===== config.mk =====
export PLATFORM = sky130hd
export DESIGN_NAME = vlm_scan
export DESIGN_NICKNAME = d
export VERILOG_FILES = /design/src/hw/rtl/vlm_pkg.sv /design/src/hw/rtl/vlm_scan.sv
export SDC_FILE = /design/constraint.sdc
export NUM_CORES = 1
export LEC_CHECK = 0
export ABC_AREA = 1
export BUFFER_PORTS_ARGS = -buffer_cell sky130_fd_sc_hd__buf_4
export CAP_MARGIN = 40
export CELL_PAD_IN_SITES_DETAIL_PLACEMENT = 1
export CELL_PAD_IN_SITES_GLOBAL_PLACEMENT = 2
export CORE_AREA = 2 2 123 185
export DETAILED_ROUTE_END_ITERATION = 6
export DIE_AREA = 0 0 125 187
export GPL_TIMING_DRIVEN = 1
export PLACE_DENSITY_LB_ADDON = 0.1
export SETUP_SLACK_MARGIN = 0.02
export SKIP_CTS_REPAIR_TIMING = 1
export SKIP_LAST_GASP = 1
export SLEW_MARGIN = 20
export SYNTH_ARGS = -nofsm -noshare
export SYNTH_HDL_FRONTEND = slang
export SYNTH_SLANG_ARGS = --single-unit

===== constraint.sdc =====
create_clock -name clk -period 3.2 [get_ports clk]
set_input_delay 0.48 -clock clk [delete_from_list [all_inputs] [get_ports clk]]
set_output_delay 0.48 -clock clk [all_outputs]
set_load 0.005 [all_outputs]

===== src/hw/rtl/vlm_pkg.sv =====
// vlm_pkg: shared types and constants for the volume local maximum test.
// No dependencies; imported by the top level, vlm_cfg and vlm_scan.
package vlm_pkg;

  localparam int POS_W       = 5;   // coordinate field width
  localparam int SIZE_W      = 6;   // size register width
  localparam int RAD_W       = 5;   // radius register width
  localparam int IN_SAMPLE_W = 16;  // sample field width on the input
  localparam int CRD_W       = 6;   // internal coordinate width (pos + radius fits)
  localparam int CFG_IDX_W   = 2;
  localparam int CFG_DATA_W  = 6;

  localparam logic OP_WRITE = 1'b0;
  localparam logic OP_QUERY = 1'b1;

  typedef enum logic [CFG_IDX_W-1:0] {
    REG_SIZE_X,
    REG_SIZE_Y,
    REG_SIZE_Z,
    REG_RADIUS
  } reg_idx_t;

  // Saturated extents and radius, as the sequencer uses them
  typedef struct packed {
    logic [SIZE_W-1:0] nx;
    logic [SIZE_W-1:0] ny;
    logic [SIZE_W-1:0] nz;
    logic [RAD_W-1:0]  radius;
  } vol_cfg_t;

  typedef enum logic [2:0] {
    S_IDLE,
    S_WRITE,
    S_CENTRE,
    S_SCAN,
    S_DRAIN,
    S_DONE
  } seq_state_t;

  // What the read data coming back this cycle belongs to
  typedef enum logic [1:0] {
    RD_CENTRE,
    RD_NEIGH,
    RD_SKIP
  } rd_kind_t;

endpackage


===== src/hw/rtl/vlm_scan.sv =====
// vlm_scan: item sequencer. Stores voxels, walks the query window one read
// per cycle through the voxel RAM and holds the result register.
// Depends on vlm_pkg; drives the ports of one vlm_ram.
module vlm_scan import vlm_pkg::*; #(
  parameter int MAX_SIZE_X  = 32,
  parameter int MAX_SIZE_Y  = 32,
  parameter int MAX_SIZE_Z  = 32,
  parameter int SAMPLE_BITS = 16,
  parameter int AW          = 15
) (
  input  logic                         clk,
  input  logic                         rst_n,
  input  vol_cfg_t                     cfg,
  input  logic                         in_valid,
  output logic                         in_ready,
  input  logic                         in_op,
  input  logic [POS_W-1:0]             in_x,
  input  logic [POS_W-1:0]             in_y,
  input  logic [POS_W-1:0]             in_z,
  input  logic signed [IN_SAMPLE_W-1:0] in_sample,
  output logic                         out_valid,
  input  logic                         out_ready,
  output logic                         out_max,
  output logic                         out_inv,
  output logic                         ram_we,
  output logic [AW-1:0]                ram_waddr,
  output logic [SAMPLE_BITS-1:0]       ram_wdata,
  output logic                         ram_re,
  output logic [AW-1:0]                ram_raddr,
  input  logic [SAMPLE_BITS-1:0]       ram_rdata
);

  seq_state_t state_r, state_nxt;

  logic [CRD_W-1:0] x0_r, y0_r, z0_r;
  logic [CRD_W-1:0] x0_nxt, y0_nxt, z0_nxt;
  logic [SAMPLE_BITS-1:0] sample_r, sample_nxt;
  logic [CRD_W-1:0] xlo_r, xhi_r, ylo_r, yhi_r, zlo_r, zhi_r;
  logic [CRD_W-1:0] xlo_nxt, xhi_nxt, ylo_nxt, yhi_nxt, zlo_nxt, zhi_nxt;
  logic [CRD_W-1:0] cx_r, cy_r, cz_r, cx_nxt, cy_nxt, cz_nxt;
  logic             rd_pend_r, rd_pend_nxt;
  rd_kind_t         rd_kind_r, rd_kind_nxt;
  logic signed [SAMPLE_BITS-1:0] centre_r, centre_nxt;
  logic             peak_r, peak_nxt;
  logic             inv_r, inv_nxt;
  logic             out_valid_r, out_valid_nxt;
  logic             out_max_r, out_max_nxt;
  logic             out_inv_r, out_inv_nxt;

  logic             accept, in_vol, last, hit;
  logic [CRD_W-1:0] rx, ry, rz;

  function automatic logic [AW-1:0] addr_of(input logic [CRD_W-1:0] x,
                                            input logic [CRD_W-1:0] y,
                                            input logic [CRD_W-1:0] z);
    return AW'(x) + AW'(MAX_SIZE_X) * (AW'(y) + AW'(MAX_SIZE_Y) * AW'(z));
  endfunction

  function automatic logic [CRD_W-1:0] lo_of(input logic [CRD_W-1:0] c,
                                             input logic [RAD_W-1:0] r);
    return (c < CRD_W'(r)) ? '0 : c - CRD_W'(r);
  endfunction

  function automatic logic [CRD_W-1:0] hi_of(input logic [CRD_W-1:0] c,
                                             input logic [RAD_W-1:0] r,
                                             input logic [SIZE_W-1:0] n);
    logic [CRD_W-1:0] s;
    s = c + CRD_W'(r);
    return (s >= CRD_W'(n)) ? CRD_W'(n) - CRD_W'(1) : s;
  endfunction

  assign in_ready = (state_r == S_IDLE);
  assign accept   = in_valid && in_ready;
  assign in_vol   = ({1'b0, in_x} < cfg.nx) && ({1'b0, in_y} < cfg.ny) &&
                    ({1'b0, in_z} < cfg.nz);
  assign last     = (cx_r == xhi_r) && (cy_r == yhi_r) && (cz_r == zhi_r);
  // returned neighbour at or above the centre defeats the peak
  assign hit      = rd_pend_r && (rd_kind_r == RD_NEIGH) &&
                    ($signed(ram_rdata) >= centre_r);

  always_comb begin
    rx = (state_r == S_CENTRE) ? x0_r : cx_r;
    ry = (state_r == S_CENTRE) ? y0_r : cy_r;
    rz = (state_r == S_CENTRE) ? z0_r : cz_r;
  end

  assign ram_we    = (state_r == S_WRITE);
  assign ram_waddr = addr_of(x0_r, y0_r, z0_r);
  assign ram_wdata = sample_r;
  assign ram_re    = (state_r == S_CENTRE) || (state_r == S_SCAN);
  assign ram_raddr = addr_of(rx, ry, rz);

  always_ff @(posedge clk) begin
    if (!rst_n) begin
      state_r     <= S_IDLE;
      rd_pend_r   <= 1'b0;
      out_valid_r <= 1'b0;
    end else begin
      state_r     <= state_nxt;
      rd_pend_r   <= rd_pend_nxt;
      out_valid_r <= out_valid_nxt;
    end
  end

  always_ff @(posedge clk) begin
    x0_r      <= x0_nxt;
    y0_r      <= y0_nxt;
    z0_r      <= z0_nxt;
    sample_r  <= sample_nxt;
    xlo_r     <= xlo_nxt;
    xhi_r     <= xhi_nxt;
    ylo_r     <= ylo_nxt;
    yhi_r     <= yhi_nxt;
    zlo_r     <= zlo_nxt;
    zhi_r     <= zhi_nxt;
    cx_r      <= cx_nxt;
    cy_r      <= cy_nxt;
    cz_r      <= cz_nxt;
    rd_kind_r <= rd_kind_nxt;
    centre_r  <= centre_nxt;
    peak_r    <= peak_nxt;
    inv_r     <= inv_nxt;
    out_max_r <= out_max_nxt;
    out_inv_r <= out_inv_nxt;
  end

  always_comb begin
    state_nxt     = state_r;
    x0_nxt        = x0_r;
    y0_nxt        = y0_r;
    z0_nxt        = z0_r;
    sample_nxt    = sample_r;
    xlo_nxt       = xlo_r;
    xhi_nxt       = xhi_r;
    ylo_nxt       = ylo_r;
    yhi_nxt       = yhi_r;
    zlo_nxt       = zlo_r;
    zhi_nxt       = zhi_r;
    cx_nxt        = cx_r;
    cy_nxt        = cy_r;
    cz_nxt        = cz_r;
    rd_pend_nxt   = 1'b0;
    rd_kind_nxt   = rd_kind_r;
    centre_nxt    = centre_r;
    peak_nxt      = peak_r;
    inv_nxt       = inv_r;
    out_valid_nxt = out_valid_r && !out_ready;
    out_max_nxt   = out_max_r;
    out_inv_nxt   = out_inv_r;

    // returned read data, consumed while scanning or draining
    if (rd_pend_r && (rd_kind_r == RD_CENTRE)) begin
      centre_nxt = $signed(ram_rdata);
    end

    unique case (state_r)
      S_IDLE: begin
        if (accept) begin
          x0_nxt     = CRD_W'(in_x);
          y0_nxt     = CRD_W'(in_y);
          z0_nxt     = CRD_W'(in_z);
          sample_nxt = SAMPLE_BITS'(in_sample);
          peak_nxt   = 1'b1;
          inv_nxt    = 1'b0;
          if (in_op == OP_WRITE) begin
            state_nxt = in_vol ? S_WRITE : S_IDLE;
          end else if (in_vol) begin
            state_nxt = S_CENTRE;
          end else begin
            peak_nxt  = 1'b0;
            inv_nxt   = 1'b1;
            state_nxt = S_DONE;
          end
        end
      end
      S_WRITE: begin
        state_nxt = S_IDLE;
      end
      S_CENTRE: begin
        xlo_nxt     = lo_of(x0_r, cfg.radius);
        ylo_nxt     = lo_of(y0_r, cfg.radius);
        zlo_nxt     = lo_of(z0_r, cfg.radius);
        xhi_nxt     = hi_of(x0_r, cfg.radius, cfg.nx);
        yhi_nxt     = hi_of(y0_r, cfg.radius, cfg.ny);
        zhi_nxt     = hi_of(z0_r, cfg.radius, cfg.nz);
        cx_nxt      = xlo_nxt;
        cy_nxt      = ylo_nxt;
        cz_nxt      = zlo_nxt;
        rd_pend_nxt = 1'b1;
        rd_kind_nxt = RD_CENTRE;
        state_nxt   = S_SCAN;
      end
      S_SCAN: begin
        if (hit) begin
          peak_nxt  = 1'b0;
          state_nxt = S_DONE;
        end else begin
          rd_pend_nxt = 1'b1;
          rd_kind_nxt = ((cx_r == x0_r) && (cy_r == y0_r) && (cz_r == z0_r)) ?
                        RD_SKIP : RD_NEIGH;
          if (last) begin
            state_nxt = S_DRAIN;
          end else if (cx_r != xhi_r) begin
            cx_nxt = cx_r + CRD_W'(1);
          end else begin
            cx_nxt = xlo_r;
            if (cy_r != yhi_r) begin
              cy_nxt = cy_r + CRD_W'(1);
            end else begin
              cy_nxt = ylo_r;
              cz_nxt = cz_r + CRD_W'(1);
            end
          end
        end
      end
      S_DRAIN: begin
        if (hit) begin
          peak_nxt = 1'b0;
        end
        state_nxt = S_DONE;
      end
      S_DONE: begin
        if (!out_valid_r || out_ready) begin
          out_valid_nxt = 1'b1;
          out_max_nxt   = peak_r;
          out_inv_nxt   = inv_r;
          state_nxt     = S_IDLE;
        end
      end
      default: state_nxt = S_IDLE;
    endcase
  end

  assign out_valid = out_valid_r;
  assign out_max   = out_max_r;
  assign out_inv   = out_inv_r;

  a_no_rw_overlap: assert property (@(posedge clk) disable iff (!rst_n)
    ram_we |-> !ram_re)
    else $error("voxel write and read in the same cycle");

  a_result_from_done: assert property (@(posedge clk) disable iff (!rst_n)
    $rose(out_valid_r) |-> $past(state_r == S_DONE))
    else $error("result loaded outside the done state");

  a_inv_not_max: assert property (@(posedge clk) disable iff (!rst_n)
    (out_valid_r && out_inv_r) |-> !out_max_r)
    else $error("invalid position reported as local maximum");

  a_scan_in_window: assert property (@(posedge clk) disable iff (!rst_n)
    (state_r == S_SCAN) |-> (cx_r >= xlo_r) && (cx_r <= xhi_r) &&
                            (cy_r >= ylo_r) && (cy_r <= yhi_r) &&
                            (cz_r >= zlo_r) && (cz_r <= zhi_r))
    else $error("scan coordinate outside the clipped window");

endmodule


==> results of run 1 <==
[path summary, 6_finish.rpt]
check        slack, ns                endpoint
max               0.14           ram_raddr[14]
min               0.28  ram_wdata[7]$_DFFE_PP_
max reg2reg       0.35      xhi_r[4]$_DFFE_PP_
min reg2reg       0.43       out_max$_DFFE_PP_
[area by class of cell]
class | count | area (um^2)
Fill cell | 2598 | 12700
Multi-Input combinational cell | 555 | 3770
Sequential cell | 106 | 3130
Timing Repair Buffer | 157 | 1180
Inverter | 157 | 592
Tap cell | 276 | 345
Clock buffer | 10 | 229
Clock inverter | 5 | 32.5
[per-layer routing]
metal / GRT usage (%) / wire length (um)
met5: 0 / 0
met4: 8.33 / 696
met3: 2.69 / 832
met2: 34.2 / 11300
met1: 21.5 / 8840
[where the power goes]
part           switching, mW  internal (mW)  total, mW
Sequential             0.159           1.85       2.01
Clock                  0.518          0.521       1.04
Combinational           1.26          0.898       2.16
Total                   1.94           3.27       5.20
[cells in the final DEF (no fill, tap or decap), types with 3 or more instances in the layout]
| master | synthesis | layout |
|---|---|---|
| or2_2 | 8 | 8 |
| clkbuf_16 | 0 | 9 |
| a21oi_1 | 36 | 36 |
| o21bai_1 | 8 | 8 |
| nor3_1 | 12 | 11 |
| a31oi_1 | 3 | 3 |
| o21ai_0 | 46 | 44 |
| xnor2_1 | 29 | 28 |
| inv_1 | 156 | 154 |
| nand4_1 | 10 | 10 |
| ha_1 | 88 | 88 |
| o211ai_1 | 8 | 8 |
| o22ai_1 | 6 | 6 |
| o31ai_1 | 3 | 3 |
| buf_4 | 0 | 156 |
| o21a_1 | 5 | 5 |
| edfxtp_1 | 101 | 101 |
| dfxtp_1 | 5 | 5 |
| nor2_1 | 56 | 54 |
| nand3_1 | 28 | 27 |
| nor2_4 | 2 | 3 |
| nor3_2 | 2 | 3 |
| nor4_1 | 5 | 5 |
| xor2_1 | 31 | 30 |
| fa_1 | 6 | 6 |
| nand2_1 | 136 | 136 |
| o21ai_1 | 3 | 5 |
[flip-flops by register name, summed over array words and instances (netlist names), 2 cells and up]
register,count
cx_r,6
centre_r,16
z0_r,5
y0_r,5
x0_r,5
cz_r,6
state_r,3
zhi_r,6
xhi_r,6
cy_r,6
ram_wdata,16
yhi_r,6
xlo_r,6
rd_kind_r,2
ylo_r,6
[worst max-delay path: stages, from the launching register on]
cell and delay [ns]:
dfxtp_1 0.49, nor2_4 0.10, buf_4 0.17, nand2_4 0.17, o21ai_1 0.14, inv_1 0.10
nand3_1 0.14, nor3_2 0.27, nand3_2 0.13, nor2_2 0.14, xor2_2 0.21, buf_4 0.15
[logic make-up (layout without fill, tap and decap cells)]
family | count (synthesis) | in the layout
AND/OR/NAND/NOR | 268 | 269
AO/OA/AOI/OAI | 130 | 130
XOR/XNOR | 61 | 61
multiplexers | 1 | 1
flip-flops | 106 | 106
adder cells (fa/ha/maj) | 94 | 94
buffers and inverters | 167 | 329
[per-stage QoR]
stage,setup TNS (ns),power [mW],area (um^2)
CTS,-0.212,5.25,9210
finish,0,5.20,9280
detailed placement,0,4.19,8940
global placement,0,4.15,8940
floorplan,0,3.27,7490
global route,-0.0288,5.62,9280
==> results by group, run 1 <==
Yosys
  • Seq/Total Area, Yosys: 41.8%
  • Synth Area in XOR/XNOR: 7.23%
  • Synth unique cells: 46
  • Post-synth EDFFs: 101
  • #FFs+latches synth: 106
  • Synth Flop Type: edfxtp_1
  • Synth Instances: 827
  • Synth top cells by count: inv_1, nand2_1, edfxtp_1
  • Largest cells by area after synthesis: edfxtp_1, ha_1, inv_1
  • Yosys warns: 0
  • Synth top area share: 40.5%
  • Post-synthesis mux area share: 0.134%
  • Synth Area in Compound Gates: 10.2%
  • Syn_area_per_cell: 9.06 um^2
  • Synth Area in Adders: 16.3%
  • Mapped Area: 7490 um^2
  • Post-synthesis async set-or-reset flop share: 0%
  • Count leader, synth: inv_1
  • Synth Area in Simple Gates: 15.7%
  • Synth Net Count: 996
  • Post-synth top area cell: edfxtp_1
  • Largest family of logic cells by synthesized area: adder cells

Floorplanning
  • Core area: 22000 um^2
  • Chip width: 125 um
  • Die Area: 23400 um^2
  • Starting density of the core: 34.1%
  • # rows: 67
  • I/O pin count: 127
  • Die Y: 187 um

Global routing
  • Initial antenna violation count: 0
  • Largest net degree at the start of global routing: 33
  • Grt total ovfl: 0
  • Vias in the first global route: 6449
  • GRT Util Overall: 18.7%
  • Global-route wire length before repair: 34000 um

Worst setup path
  • CP arrival: 2.58 ns
  • Reg2reg start: x0_r[1]$_DFFE_PP_
  • Worst Path Class, Setup: flip-flop to primary output
  • Worst endpoint required time: 2.72 ns
  • CP Max Fanout: 12
  • Crit path launch type: flip-flop
  • Worst setup EP type: primary output
  • Setup crit start: state_r[2]$_SDFFE_PN0P_
  • FF-to-FF path depth: 11

Power and ir drop
  • Pleak: 4.38 nW
  • Peak VDD IR: 0.287 mV
  • Cell Pwr Density: 561 nW/um^2

STA
  • Slew headroom: 52.8%
  • Highest clock rate: 0.327 GHz
  • Final Slew Violations: 0
  • Final Critical Period: 3.06 ns
  • Hold_ws: 0.282 ns
  • Clk_skew: 0.0110 ns
  • Worst Max-Slew Pin Slew: 0.705 ns
  • Unrepaired setup endpoints after global routing: true
  • Fin crit share: 95.5%
  • Final hold vios: 0
  • Final setup vio count: 0
  • Final worst slack: 0.144 ns

Clock network
  • Clock Tree Root: clkbuf_16
  • CTS tree: yes
  • Clock buffer count from CTS: 9
  • Clock latency on the worst-skew pair: 0.37 ns
  • Clock transition at path regs: 0.07 ns
  • H-tree depth: 3
  • CTS max path bufs: 2
  • CTS sink cnt: 106

Layout
  • Antenna cells: 0
  • Post-Layout Cell Count: 1266
  • Synth-to-layout area growth: 23.9%
  • Final nets: 1155
  • Share of layout cells above drive strength 1: 20.1%
  • Post-layout util: 42.2%

Job
  • Max-cap violations: 0

Place
  • Placed Cells incl. Taps: 1246
  • GP Congestion: 0.788
  • Post-DP HPWL: 17800 um
  • Worst slack, placed: 0.107 ns
  • Port buffer count: 126

Run status
  • Outcome: completed

Hold path
  • Min-delay worst type: input pin to flip-flop
  • Worst hold path stage count: 1
  • Hold Startpoint: in_sample[7]

Detailed routing
  • # DRC: 0
  • DRT iter0 DRCs: 230
  • Final wirelength: 21600 um
  • Routed WL per cell: 17.1 um
  • Post-route ant nets: 0
  • Drt pass-1 iters: 4
  • DR vias: 6112
  • Via/cell ratio: 4.83
No activity file was read; power rests on OpenSTA's default activity.
==> run 2: changes to the inputs <==
--- a/config.mk
+++ b/config.mk
@@ -11,7 +11,8 @@
 export CELL_PAD_IN_SITES_DETAIL_PLACEMENT = 1
 export CELL_PAD_IN_SITES_GLOBAL_PLACEMENT = 2
-export CORE_AREA = 2 2 123 185
+export CORE_AREA = 2 2 134 169
+export CTS_CLUSTER_SIZE = 14
 export DETAILED_ROUTE_END_ITERATION = 6
-export DIE_AREA = 0 0 125 187
+export DIE_AREA = 0 0 136 171
 export GPL_TIMING_DRIVEN = 1
 export PLACE_DENSITY_LB_ADDON = 0.1
==> constraint.sdc (replaced) <==
create_clock -name clk -period 3.2 [get_ports clk]
set_input_delay 0.48 -clock clk [delete_from_list [all_inputs] [get_ports clk]]
set_output_delay 0.48 -clock clk [all_outputs]
set_load 0.05 [all_outputs]
==> run 2 against run 1 <==
- power rose by 15%
- clock-buffer cell count fell by 1
- via count rose by 0.43%
- routed wire length rose by 4.8%
- clock power rose by 16%
- worst hold slack improved by 0.0039 ns
- cell area rose by 0.98%
- critical endpoint is now ram_raddr[13]
- first-iteration DRC count fell by 13%
- largest power group unchanged
==> results by group, run 2 (synthesis gave the netlist of run 1 again) <==
Detailed routing
  • Drt pass-1 iters: 4 (unchanged)
  • Routed WL per cell: 17.9 um (was 17.1 um)
  • DRT iter0 DRCs: 200 (was 230)
  • # DRC: 0 (unchanged)
  • Via/cell ratio: 4.83 (about the same)
  • DR vias: 6138 (was 6112)
  • Post-route ant nets: 0 (unchanged)
  • Final wirelength: 22700 um (was 21600 um)

STA
  • Hold_ws: 0.286 ns (was 0.282 ns)
  • Final Critical Period: 3.06 ns (about the same)
  • Final Slew Violations: 0 (unchanged)
  • Final hold vios: 0 (unchanged)
  • Unrepaired setup endpoints after global routing: true (unchanged)
  • Setup TNS: 0 ns (unchanged)
  • Final setup vio count: 0 (unchanged)
  • Clk_skew: 0.0136 ns (was 0.0110 ns)
  • Fin crit share: 95.5% (about the same)
  • Worst Max-Slew Pin Slew: 0.823 ns (was 0.705 ns)
  • Slew headroom: 44.7% (was 52.8%)
  • Final worst slack: 0.143 ns (was 0.144 ns)
  • Highest clock rate: 0.327 GHz (about the same)

Layout
  • Most common cell after layout, fill and taps aside: inv_1 (was buf_4)
  • Multi-input logic area: 3820 um^2 (was 3770 um^2)
  • Final nets: 1151 (was 1155)
  • Antenna cells: 0 (unchanged)
  • Register area: 3130 um^2 (about the same)
  • Synth-to-layout area growth: 25.1% (was 23.9%)
  • Share of layout cells above drive strength 1: 21.2% (was 20.1%)
  • Layout Cell Area excl Fill: 9370 um^2 (was 9280 um^2)
  • Fill cells: 2578 (was 2598)
  • Most frequent cells in the layout: inv_1, buf_4, nand2_1, edfxtp_1, ha_1 (was buf_4, inv_1, nand2_1, edfxtp_1, ha_1)

Power and ir drop
  • Peak VDD IR: 0.383 mV (was 0.287 mV)
  • Cell Pwr Density: 639 nW/um^2 (was 561 nW/um^2)
  • Pleak: 4.40 nW (was 4.38 nW)
  • Pwr Total: 5.99 mW (was 5.20 mW)

Worst setup path
  • Most common cell type on the critical path: ha_2 (was buf_4)
  • CP Cell Sequence: inv_1 > nor2_4 > nand2_8 > o21ai_2 > ha_2 > ha_2 > nand2_1 > nor2_2 > nand3b_1 > nor3_2 > xor2_2 > buf_6 (was nor2_4 > buf_4 > nand2_4 > o21ai_1 > inv_1 > nand3_1 > nor3_2 > nand3_2 > nor2_2 > xor2_2 > buf_4)
  • Cell family contributing the most delay on the critical path: simple AND/OR/NAND/NOR gates (unchanged)
  • Crit path launch type: flip-flop (unchanged)
  • Worst Path Buf+Inv: 2 (was 3)
  • CP max stage delay: 0.35 ns (was 0.49 ns)
  • Worst endpoint required time: 2.72 ns (about the same)
  • CP max stage cell: dfxtp_1 (unchanged)
  • CP arrival: 2.58 ns (about the same)
  • Worst setup EP type: primary output (unchanged)
  • CP Max Fanout: 13 (was 12)
  • Worst Path Class, Setup: flip-flop to primary output (unchanged)

Place
  • Post-DP HPWL: 18700 um (was 17800 um)
  • Port buffer count: 126 (unchanged)
  • Worst slack, placed: 0.0285 ns (was 0.107 ns)
  • Placed Area: 8940 um^2 (about the same)
  • GP Congestion: 0.856 (was 0.788)

Clock network
  • H-tree depth: 3 (unchanged)
  • CTS tree: yes (unchanged)
  • CTS max path bufs: 2 (unchanged)
  • CTS sink cnt: 106 (unchanged)
  • Clock transition at path regs: 0.08 ns (was 0.07 ns)
  • Clock buffer count from CTS: 9 (unchanged)
  • Clock Tree Root: clkbuf_16 (unchanged)
  • Clock latency on the worst-skew pair: 0.36 ns (was 0.37 ns)

Floorplanning
  • I/O pin count: 127 (unchanged)
  • # rows: 61 (was 67)
  • Chip width: 136 um (was 125 um)
  • Starting density of the core: 34.3% (was 34.1%)
  • Die Y: 171 um (was 187 um)
  • Die Area: 23300 um^2 (was 23400 um^2)
  • Core area: 21800 um^2 (was 22000 um^2)

Global routing
  • Global-route wire length before repair: 35000 um (was 34000 um)
  • Grt total ovfl: 0 (unchanged)
  • GRT Util Overall: 19.8% (was 18.7%)
  • Initial antenna violation count: 0 (unchanged)
  • Vias in the first global route: 6552 (was 6449)
  • Largest net degree at the start of global routing: 33 (unchanged)

Hold path
  • Min-delay worst type: input pin to flip-flop (unchanged)

Job
  • Max-cap violations: 0 (unchanged)

Run status
  • Outcome: completed (unchanged)
## run 2: changes by cell type in the layout (fill, tap and decap cells not counted), moves of 2 or more
cell,previous run,this run
buf_4,156,152
clkinv_1,2,0
ha_1,88,86
ha_2,0,2
inv_6,0,3
xor2_1,30,27
xor2_2,2,4
## run 2: stage by stage
| step | std cells | util, % |
|---|---|---|
| global route | 1270 | 42.9 |
| CTS | 1263 | 42.4 |
| detailed placement | 1247 | 40.9 |
| floorplan | 827 | - |
| finish | 1270 | 42.9 |
| global placement | 1247 | 40.9 |
## run 2: worst paths after layout
| path | startpoint | end | slack, ns | cells past startpoint |
|---|---|---|---|---|
| worst max-delay path | state_r[1]$_SDFFE_PN0P_ | ram_raddr[13] | 0.14 | 12 |
| worst min-delay path | in_sample[7] | ram_wdata[7]$_DFFE_PP_ | 0.29 | 1 |
| worst max register to register | z0_r[2]$_DFFE_PP_ | zhi_r[2]$_DFFE_PP_ | 0.29 | 13 |
| worst min register to register | inv_r$_SDFFCE_PN0P_ | out_inv$_DFFE_PP_ | 0.42 | 0 |
## run 2: where the power goes
part           switching [mW]  internal, mW
registers               0.172          1.85
logic                    1.83         0.924
clock network           0.580         0.631
## run 2: cell type report
class / instances / area share (%)
clock buffer: 9 / 2.40
clock inverter: 7 / 0.988
inverter: 157 / 6.30
multi-input combinational: 555 / 40.8
sequential: 106 / 33.5
tap: 283 / 3.78
timing repair buffer: 153 / 12.3
## run 2: routing by layer
layer	GRT usage [%]	part of all wire, %	up-vias
met3	2.55	2.5	17
li1	-	-	3054
met1	23.5	42	2967
met5	0	0	-
met2	37.0	54	100
met4	5.48	1.7	0
==> run 3: changes to the inputs <==
ABC_CLOCK_PERIOD_IN_PS = 3200   (was default)
GPL_TIMING_DRIVEN = 0   (was 1)
==> run 3 against run 2 <==
- register-to-register slack lost 0.03 ns
- highest routed layer unchanged
- fmax down 3.3%
- first-iteration DRC count is 19% higher
==> results by group, run 3 (synthesis gave the netlist of run 1 again) <==
Run status
  • Outcome: completed (unchanged)

STA
  • Setup TNS: 0 ns (unchanged)
  • Final hold vios: 0 (unchanged)
  • Final worst slack: 0.0387 ns (was 0.143 ns)
  • Unrepaired setup endpoints after global routing: true (unchanged)
  • Slew headroom: 54.0% (was 44.7%)
  • Highest clock rate: 0.316 GHz (was 0.327 GHz)
  • Worst Max-Slew Pin Slew: 0.686 ns (was 0.823 ns)
  • Fin crit share: 98.8% (was 95.5%)
  • Final Critical Period: 3.16 ns (was 3.06 ns)
  • Clk_skew: 0.0115 ns (was 0.0136 ns)
  • Final Slew Violations: 0 (unchanged)
  • Final setup vio count: 0 (unchanged)

Global routing
  • Vias in the first global route: 6191 (was 6552)
  • Global-route wire length before repair: 33200 um (was 35000 um)
  • GRT Util Overall: 19.0% (was 19.8%)
  • Initial antenna violation count: 0 (unchanged)
  • Largest net degree at the start of global routing: 40 (was 33)
  • Grt total ovfl: 0 (unchanged)

Layout
  • Synth-to-layout area growth: 25.5% (was 25.1%)
  • Final nets: 1154 (was 1151)
  • Most frequent cells in the layout: inv_1, buf_4, nand2_1, edfxtp_1, ha_1 (unchanged)
  • Multi-input logic area: 3840 um^2 (was 3820 um^2)
  • Most common cell after layout, fill and taps aside: inv_1 (unchanged)
  • Register area: 3140 um^2 (was 3130 um^2)
  • Share of layout cells above drive strength 1: 21.4% (was 21.2%)
  • Fill cells: 2596 (was 2578)
  • Antenna cells: 0 (unchanged)

Detailed routing
  • Via/cell ratio: 4.77 (was 4.83)
  • Routed WL per cell: 16.9 um (was 17.9 um)
  • DRT iter0 DRCs: 238 (was 200)
  • DR vias: 6069 (was 6138)
  • Post-route ant nets: 0 (unchanged)
  • Final wirelength: 21500 um (was 22700 um)
  • # DRC: 0 (unchanged)
  • Drt pass-1 iters: 4 (unchanged)

Worst setup path
  • CP max stage cell: dfxtp_2 (was dfxtp_1)
  • Cell family contributing the most delay on the critical path: simple AND/OR/NAND/NOR gates (unchanged)
  • WP depth: 14 (was 12)
  • Worst Setup EP: ram_raddr[13] (unchanged)
  • CP Max Fanout: 7 (was 13)
  • Worst Path Class, Setup: flip-flop to primary output (unchanged)
  • Crit path launch type: flip-flop (unchanged)
  • CP arrival: 2.68 ns (was 2.58 ns)
  • FF-to-FF path depth: 12 (was 13)
  • CP Cell Sequence: inv_2 > nor2_4 > nand2_4 > buf_8 > buf_8 > o21ai_2 > ha_2 > ha_4 > nand2_4 > nor2_4 > nand3b_1 > nor3_2 > xor2_2 > buf_6 (was inv_1 > nor2_4 > nand2_8 > o21ai_2 > ha_2 > ha_2 > nand2_1 > nor2_2 > nand3b_1 > nor3_2 > xor2_2 > buf_6)
  • Worst Path Buf+Inv: 4 (was 2)
  • CP max stage delay: 0.34 ns (was 0.35 ns)
  • Worst setup EP type: primary output (unchanged)
  • Setup crit start: state_r[1]$_SDFFE_PN0P_ (unchanged)
  • Reg-to-reg endpoint: zhi_r[5]$_DFFE_PP_ (was zhi_r[2]$_DFFE_PP_)
  • Worst endpoint required time: 2.72 ns (about the same)
  • Reg2reg start: z0_r[0]$_DFFE_PP_ (was z0_r[2]$_DFFE_PP_)
  • Reg2Reg Setup Slack: 0.26 ns (was 0.29 ns)

Floorplanning
  • Die Area: 23300 um^2 (unchanged)
  • Die Y: 171 um (unchanged)
  • # rows: 61 (unchanged)
  • Core area: 21800 um^2 (unchanged)
  • Chip width: 136 um (unchanged)
  • Starting density of the core: 34.3% (unchanged)
  • I/O pin count: 127 (unchanged)

Place
  • Worst slack, placed: -0.139 ns (was 0.0285 ns)
  • Port buffer count: 126 (unchanged)
  • GP Congestion: 0.772 (was 0.856)
  • Post-DP HPWL: 17300 um (was 18700 um)

Clock network
  • Clock buffer count from CTS: 9 (unchanged)
  • CTS tree: yes (unchanged)
  • H-tree depth: 3 (unchanged)
  • CTS sink cnt: 106 (unchanged)
  • Clock transition at path regs: 0.08 ns (about the same)
  • CTS max path bufs: 2 (unchanged)
  • Clock Tree Root: clkbuf_16 (unchanged)
  • Clock latency on the worst-skew pair: 0.37 ns (was 0.36 ns)

Power and ir drop
  • Cell Pwr Density: 629 nW/um^2 (was 639 nW/um^2)
  • Peak VDD IR: 0.333 mV (was 0.383 mV)
  • Pleak: 4.40 nW (about the same)

Job
  • Max-cap violations: 0 (unchanged)

Hold path
  • Min-delay worst type: input pin to flip-flop (unchanged)
[run 3: cell types whose count changed in the layout (fill, tap and decap cells not counted), moves of 3 or more]
cell / previous run / this run
buf_4: 152 / 143
clkbuf_1: 0 / 6
ha_1: 86 / 83
inv_6: 3 / 0
[run 3: worst register-to-register path, stage by stage (launching register included)]
cell and delay (ns):
edfxtp_1 0.49, ha_1 0.28, fa_1 0.42, a21oi_1 0.21
o21bai_1 0.12, xnor2_2 0.16, ha_1 0.28, nand2_1 0.08
o21a_1 0.20, nand3_1 0.17, inv_2 0.10, nand2_1 0.07
o21ai_0 0.11
[run 3: cell type report]
class	count	area share, %
Multi-Input combinational cell	554	40.8
Sequential cell	106	33.4
Timing Repair Buffer	147	11.9
Inverter	157	6.28
Tap cell	283	3.77
Clock buffer	9	2.40
Buffer	10	0.812
Clock inverter	6	0.626
[run 3: how the worst min path moves through the flow]
stage                          from                      end  slack (ns)  cells past startpoint
2_1_floorplan   inv_r$_SDFFCE_PN0P_        out_inv$_DFFE_PP_        0.40                      0
3_3_place_gp   peak_r$_SDFFCE_PN0P_        out_max$_DFFE_PP_        0.40                      0
3_5_place_dp    inv_r$_SDFFCE_PN0P_        out_inv$_DFFE_PP_        0.41                      0
4_1_cts               in_sample[15]  ram_wdata[15]$_DFFE_PP_        0.27                      1
5_1_grt                in_sample[4]   ram_wdata[4]$_DFFE_PP_        0.28                      1
6_report              in_sample[13]  ram_wdata[13]$_DFFE_PP_        0.29                      1
[run 3: layer usage]
layer,vias to the layer above,wire length (um),GRT usage [%]
met2,103,11100,34.8
met4,0,375,5.98
met1,2877,9340,22.8
li1,3061,-,-
met5,-,0,0
met3,28,639,2.61
[run 3: metrics by stage]
step                      util [%]  cells  instance area [um^2]  hold WS, ns  power, mW
after floorplan                  -    827                  7520        0.400       3.84
after global placement        40.4   1236                  8820        0.403       4.64
after detailed placement      40.6   1239                  8870        0.407       4.71
after CTS                     41.9   1254                  9150        0.271       5.87
after global routing          43.1   1272                  9400        0.276       6.32
final                         43.1   1272                  9400        0.288       5.91
[run 3: power by group]
group | total, mW | leakage, nW | internal, mW | switching, mW
registers | 2.02 | 0.976 | 1.85 | 0.173
logic | 2.75 | 3.29 | 0.956 | 1.80
clock network | 1.14 | 0.135 | 0.598 | 0.541
